--- src/rtl/apip_pkg.sv ---
// ----------------------------------------------------------------------------
// apip_pkg
// shared types and constants of the affine point-in-primitive clip test
// ----------------------------------------------------------------------------
package apip_pkg;

  localparam int COORD_WIDTH_DEF = 16;
  localparam int COEF_WIDTH      = 16;
  localparam int COEF_FRAC       = 12;
  localparam int LOC_FRAC        = 20;
  localparam int SQ_WIDTH        = 2 * LOC_FRAC;
  localparam int CFG_ADDR_WIDTH  = 2;
  localparam int CFG_DATA_WIDTH  = 64;
  localparam int SHAPE_WIDTH     = 3;
  localparam int NUM_AXES        = 3;

  // configuration register indexes
  localparam logic [CFG_ADDR_WIDTH-1:0] CFG_SHAPE = 2'd0;
  localparam logic [CFG_ADDR_WIDTH-1:0] CFG_ROW_X = 2'd1;
  localparam logic [CFG_ADDR_WIDTH-1:0] CFG_ROW_Y = 2'd2;
  localparam logic [CFG_ADDR_WIDTH-1:0] CFG_ROW_Z = 2'd3;

  // primitive codes
  localparam logic [SHAPE_WIDTH-1:0] SHAPE_PLANE    = 3'd0;
  localparam logic [SHAPE_WIDTH-1:0] SHAPE_BOX      = 3'd1;
  localparam logic [SHAPE_WIDTH-1:0] SHAPE_SPHERE   = 3'd2;
  localparam logic [SHAPE_WIDTH-1:0] SHAPE_CYLINDER = 3'd3;
  localparam logic [SHAPE_WIDTH-1:0] SHAPE_CONE     = 3'd4;

  // one matrix row: translation q8.8 on top, q4.12 coefficients below
  typedef struct packed {
    logic signed [COEF_WIDTH-1:0] tr;
    logic signed [COEF_WIDTH-1:0] cz;
    logic signed [COEF_WIDTH-1:0] cy;
    logic signed [COEF_WIDTH-1:0] cx;
  } row_t;

  localparam row_t ROW_X_RST = 64'h0000_0000_0000_1000;
  localparam row_t ROW_Y_RST = 64'h0000_0000_1000_0000;
  localparam row_t ROW_Z_RST = 64'h0000_1000_0000_0000;

  // flags of one point after the range checks
  typedef struct packed {
    logic ok_x;
    logic ok_y;
    logic ok_z;
    logic y_in;
    logic z_pos;
  } range_t;

  function automatic int loc_width(input int cw);
    int pw;
    pw = cw + COEF_WIDTH;
    return ((pw > COEF_WIDTH + COEF_FRAC) ? pw : COEF_WIDTH + COEF_FRAC) + 2;
  endfunction

endpackage

--- src/rtl/apip_shape.sv ---
// ----------------------------------------------------------------------------
// apip_shape
// inside test of a local point: range check, square and compare stages
// ----------------------------------------------------------------------------
module apip_shape #(
  parameter int LOC_WIDTH = apip_pkg::loc_width(apip_pkg::COORD_WIDTH_DEF)
) (
  input  logic                              clk,
  input  logic                              rst_n,
  input  logic                              in_valid,
  output logic                              in_ready,
  input  logic signed [LOC_WIDTH-1:0]       lx,
  input  logic signed [LOC_WIDTH-1:0]       ly,
  input  logic signed [LOC_WIDTH-1:0]       lz,
  input  logic [apip_pkg::SHAPE_WIDTH-1:0]  shape_kind,
  output logic                              out_valid,
  input  logic                              out_ready,
  output logic                              hit
);
  import apip_pkg::*;

  localparam logic signed [LOC_WIDTH-1:0] POS_ONE =
    {{(LOC_WIDTH-LOC_FRAC-1){1'b0}}, 1'b1, {LOC_FRAC{1'b0}}};
  localparam logic signed [LOC_WIDTH-1:0] NEG_ONE = -POS_ONE;
  localparam logic [SQ_WIDTH+1:0] SQ_ONE = {1'b0, 1'b1, {SQ_WIDTH{1'b0}}};

  logic                      v3_r, v4_r, v5_r;
  logic                      en3, en4, en5;
  logic signed [LOC_WIDTH-1:0] abs_x, abs_y, abs_z;
  range_t                    rng_nxt, rng3_r, rng4_r;
  logic [LOC_FRAC-1:0]       ax_r, ay_r, az_r, rr_r;
  logic [SQ_WIDTH-1:0]       sx_r, sy_r, sz_r, sr_r;
  logic [SQ_WIDTH+1:0]       sum3;
  logic [SQ_WIDTH:0]         sum2;
  logic                      inside_nxt;
  logic                      inside_r;

  assign en5      = !v5_r || out_ready;
  assign en4      = !v4_r || en5;
  assign en3      = !v3_r || en4;
  assign in_ready = en3;

  always_ff @(posedge clk) begin
    if (!rst_n) begin
      v3_r <= 1'b0;
      v4_r <= 1'b0;
      v5_r <= 1'b0;
    end else begin
      if (en3) begin
        v3_r <= in_valid;
      end
      if (en4) begin
        v4_r <= v3_r;
      end
      if (en5) begin
        v5_r <= v4_r;
      end
    end
  end

  // stage 3: range checks and magnitudes
  assign abs_x = lx[LOC_WIDTH-1] ? -lx : lx;
  assign abs_y = ly[LOC_WIDTH-1] ? -ly : ly;
  assign abs_z = lz[LOC_WIDTH-1] ? -lz : lz;

  always_comb begin
    rng_nxt.ok_x  = (lx > NEG_ONE) && (lx < POS_ONE);
    rng_nxt.ok_y  = (ly > NEG_ONE) && (ly < POS_ONE);
    rng_nxt.ok_z  = (lz > NEG_ONE) && (lz < POS_ONE);
    rng_nxt.y_in  = !ly[LOC_WIDTH-1] && (|ly) && (ly < POS_ONE);
    rng_nxt.z_pos = !lz[LOC_WIDTH-1] && (|lz);
  end

  always_ff @(posedge clk) begin
    if (en3) begin
      rng3_r <= rng_nxt;
      ax_r   <= abs_x[LOC_FRAC-1:0];
      ay_r   <= abs_y[LOC_FRAC-1:0];
      az_r   <= abs_z[LOC_FRAC-1:0];
      // cone radius one minus y, exact while y lies in the open unit range
      rr_r   <= -ly[LOC_FRAC-1:0];
    end
  end

  // stage 4: squares
  always_ff @(posedge clk) begin
    if (en4) begin
      rng4_r <= rng3_r;
      sx_r   <= ax_r * ax_r;
      sy_r   <= ay_r * ay_r;
      sz_r   <= az_r * az_r;
      sr_r   <= rr_r * rr_r;
    end
  end

  // stage 5: sums, compare and shape select
  assign sum3 = {2'b0, sx_r} + {2'b0, sy_r} + {2'b0, sz_r};
  assign sum2 = {1'b0, sx_r} + {1'b0, sz_r};

  always_comb begin
    case (shape_kind)
      SHAPE_PLANE: begin
        inside_nxt = rng4_r.z_pos;
      end
      SHAPE_BOX: begin
        inside_nxt = rng4_r.ok_x && rng4_r.ok_y && rng4_r.ok_z;
      end
      SHAPE_SPHERE: begin
        inside_nxt = rng4_r.ok_x && rng4_r.ok_y && rng4_r.ok_z && (sum3 < SQ_ONE);
      end
      SHAPE_CYLINDER: begin
        inside_nxt = rng4_r.ok_x && rng4_r.ok_y && rng4_r.ok_z
                   && (sum2 < SQ_ONE[SQ_WIDTH:0]);
      end
      SHAPE_CONE: begin
        inside_nxt = rng4_r.y_in && rng4_r.ok_x && rng4_r.ok_z
                   && (sum2 < {1'b0, sr_r});
      end
      default: begin
        inside_nxt = 1'b0;
      end
    endcase
  end

  always_ff @(posedge clk) begin
    if (en5) begin
      inside_r <= inside_nxt;
    end
  end

  assign out_valid = v5_r;
  assign hit       = inside_r;

endmodule

--- config.mk ---
export PLATFORM = sky130hd
export DESIGN_NAME = apip_shape
export DESIGN_NICKNAME = d
export VERILOG_FILES = /design/src/rtl/apip_pkg.sv /design/src/rtl/apip_shape.sv
export SDC_FILE = /design/constraint.sdc
export NUM_CORES = 2
export LEC_CHECK = 0
export ABC_AREA = 1
export BUFFER_PORTS_ARGS = -buffer_cell sky130_fd_sc_hd__buf_2
export CAP_MARGIN = 40
export CORE_MARGIN = 4
export CORE_UTILIZATION = 30
export CTS_BUF_LIST = sky130_fd_sc_hd__clkbuf_16
export DETAILED_ROUTE_END_ITERATION = 6
export MAX_ROUTING_LAYER = met4
export SKIP_CTS_REPAIR_TIMING = 1
export SLEW_MARGIN = 20
export SYNTH_ARGS = -nofsm -noshare
export SYNTH_HDL_FRONTEND = slang
export SYNTH_SLANG_ARGS = --single-unit
--- constraint.sdc ---
create_clock -name clk -period 8.85 [get_ports clk]
set_input_delay 0.4425 -clock clk [delete_from_list [all_inputs] [get_ports clk]]
set_output_delay 0.4425 -clock clk [all_outputs]
set_load 0.03 [all_outputs]
==> metrics.md <==
| Metric | Value |
|---|---|
| Status | completed |
| Initial Utilization | 0.3015 |
| Final Setup Violations | 0 |
| Root buf cell | clkbuf_16 |
| Reg2reg path depth | 24 |
| Die area | 215200 µm² |
| Final Wtd Congestion | 0.9334 |
| First drt pass iteration count | 6 |
| Netlist cell types | 52 |
| Flop and latch count out of synthesis | 248 |
| Final wirelength | 168300 µm |
| Via/cell ratio | 4.626 |
| DRT iter0 DRCs | 2706 |
| Adder and majority gate portion of the synthesized area | 0.5144 |
| Via count | 46.78k |
| Clk sink count | 248 |
| Max Clk Rate | 0.1371 GHz |
| Drt drc | 0 |
| Post-synthesis mux area share | 0.0003611 |
| Core Region | 206900 µm² |
| Met2 Routed Length | 84330 µm |
| CTS tree | done |
| Final Hold Vio Count | 0 |
| First-pass GRT wire length | 274500 µm |
| Clock transition at path regs | 0.07 ns |
| Final Max Tran Viols | 0 |
| Commonest non-fill, non-tap cells in the layout | inv_1, nand2_1, fa_1 |
| Vias in the first global route | 51.06k |
| Hold Path Cell Cnt | 1 |
| XOR/XNOR share of the synthesized area | 0.04073 |
| IO Port Bufs | 111 |
| RSZ-0062 raised after global routing | no |
| Final min period | 7.294 ns |
| Worst-Margin Slew | 0.7921 ns |
| Layout area overhead | 8.974% |
| Number of synthesized flops with an enable pin | 245 |
| Crit path DAT | 7.69 ns |
| Req. time, crit path | 9.25 ns |
| Compound-gate portion of the synthesized area | 0.05924 |
| Synth Flop Type | edfxtp_1 |
| Antenna violations before repair | 6 |
| TNS Setup | 0 ns |
| Total Routing Usage GR | 0.1634 |
| Die X | 463.9 µm |
| TritonCTS buffer count | 30 |
| Fin crit share | 0.8242 |
| Die Y-Extent | 463.9 µm |
| Wire per inst | 16.64 µm |
| Setup crit end kind | register |
| Clock buffer depth | 3 |
| Largest net degree at the start of global routing | 59 |
| Syn Nets | 9305 |
| Most common cell after layout, fill and taps aside | inv_1 |
| Final Util | 0.3285 |
| DP HPWL | 146700 µm |
| Routed Antenna Nets | 0 |
| Ys Warns | 0 |
| Finished Layout Cells | 10.11k |
| Post-synthesis simple-gate area fraction | 0.1343 |
| Sequential fraction of the synthesis area | 0.1189 |
| Max-cap viol count | 0 |
| CP max FO | 11 |
| Crit path kind | reg -> reg |
| Nets | 9365 |
| Htree depth | 1 |
| Rows | 167 |
| Hold crit path type | in -> reg |
| Clk_lat worst skew | 0.67 ns |
| Avg Synthesized Cell Area | 8.518 µm² |
| Fillers | 21.63k |
| Slew HR | 0.4720 |
| Synth Instances | 7322 |
| Fin Clk Skew | 0.08228 ns |
| Main combinational cell family by area after synthesis | adder cells |
| Fraction of registers with async set/reset | 0 |
| Cells after DPL | 10.04k |
| Mapped cell area | 62370 µm² |
| GRT overflow | 0 |
| Share of cells above drive strength 1 | 0.04254 |
| WL met1 | 72480 µm |
| IO Pins | 112 |
| Met3 Wirelength | 6825 µm |
| Max layer used | met4 |
| Startpoint Class | register |
==> cell usage after synthesis, types with 5 or more instances <==
master | n | area share
a21oi_1 | 228 | 0.018
inv_1 | 2022 | 0.12
o221ai_1 | 5 | 0.00070
nor3_1 | 36 | 0.0029
xor2_1 | 207 | 0.029
nand4_1 | 45 | 0.0045
o21ai_2 | 19 | 0.0027
and3_1 | 5 | 0.00050
fa_1 | 1150 | 0.37
nor4_1 | 30 | 0.0030
xnor2_1 | 83 | 0.012
a211oi_1 | 6 | 0.00072
o21ai_0 | 138 | 0.011
ha_1 | 724 | 0.15
buf_1 | 54 | 0.0033
o21a_1 | 12 | 0.0014
a21oi_2 | 10 | 0.0014
o21bai_1 | 54 | 0.0065
nand2_1 | 1433 | 0.086
edfxtp_1 | 245 | 0.12
clkbuf_1 | 117 | 0.0070
a21boi_0 | 13 | 0.0016
a21o_1 | 37 | 0.0045
o211ai_1 | 10 | 0.0012
nand3_1 | 120 | 0.0096
o21ai_1 | 12 | 0.00096
a31oi_1 | 51 | 0.0051
or2_2 | 16 | 0.0016
nor2_1 | 400 | 0.024
==> routing by layer <==
layer | global-route usage | vias to the layer above
met1 | 0.2057 | 23420
met4 | 0.04372 | 0
met5 | - | -
met3 | 0.01319 | 222
li1 | - | 22080
met2 | 0.2830 | 1054
==> through the flow <==
| stage | hold WS [ns] | area, µm² | worst slack [ns] |
|---|---|---|---|
| final | 0.04605 | 67960 | 1.556 |
| after global placement | 0.4060 | 65820 | 1.404 |
| after CTS | 0.001847 | 67750 | 1.430 |
| after global routing | 0.03246 | 67960 | 1.225 |
| after detailed placement | 0.4045 | 66760 | 1.454 |
| after floorplan | 0.4003 | 62370 | 2.436 |
==> critical path, cell delays in order, from the launching register on <==
cell and delay (ns):
edfxtp_1 0.66, buf_6 0.23, nand2_1 0.08, fa_1 0.54
inv_1 0.07, fa_1 0.56, fa_1 0.45, fa_1 0.52
inv_1 0.06, fa_1 0.53, inv_1 0.05, fa_1 0.48
inv_1 0.06, fa_1 0.50, inv_1 0.04, ha_1 0.38
nand2_1 0.13, nor2_1 0.12, inv_1 0.05, nor3_1 0.50
a21oi_1 0.25, o21bai_1 0.34, nand4_1 0.20, nand3_1 0.11
nand2_1 0.10
==> registers in the layout, summed over array words and instances (netlist names), 5 cells and up <==
name / cells
sr_r: 38
sx_r: 39
rng3_r: 5
ay_r: 20
rr_r: 19
ax_r: 20
rng4_r: 5
sy_r: 39
az_r: 20
sz_r: 39
==> cell families (layout without fill, tap and decap cells) <==
group	count (synthesis)	in the layout
AOI/OAI and AO/OA	616	616
xor gates and xnor gates	290	290
adders and majority gates	1874	1874
buffers and inverters	2193	2276
DFF	248	248
muxes	2	2
other	1	5
and+or+nand+nor	2098	2098
==> final cells by class <==
class	instances	area, µm²	area share
multi-input cells	4881	46720	0.6875
inverters	2022	7595	0.1117
flip-flops and latches	248	7417	0.1091
well taps	2704	3383	0.04978
repair buffers	199	1841	0.02708
clock buffers	30	750.7	0.01105
clock inverters	25	241.5	0.003553
diodes	4	10.01	0.0001473
==> worst paths after layout <==
check	slack, ns	from	end
setup / recovery	1.56	ay_r[2]	sy_r[33]
hold / removal	0.05	lx[0]	ax_r[0]
setup reg to reg	1.56	ay_r[2]	sy_r[33]
hold reg to reg	0.42	rng3_r[3]	rng4_r[3]
Power is not shown: default switching activity piles up to over one toggle a cycle in this logic, so the estimate is an artifact.
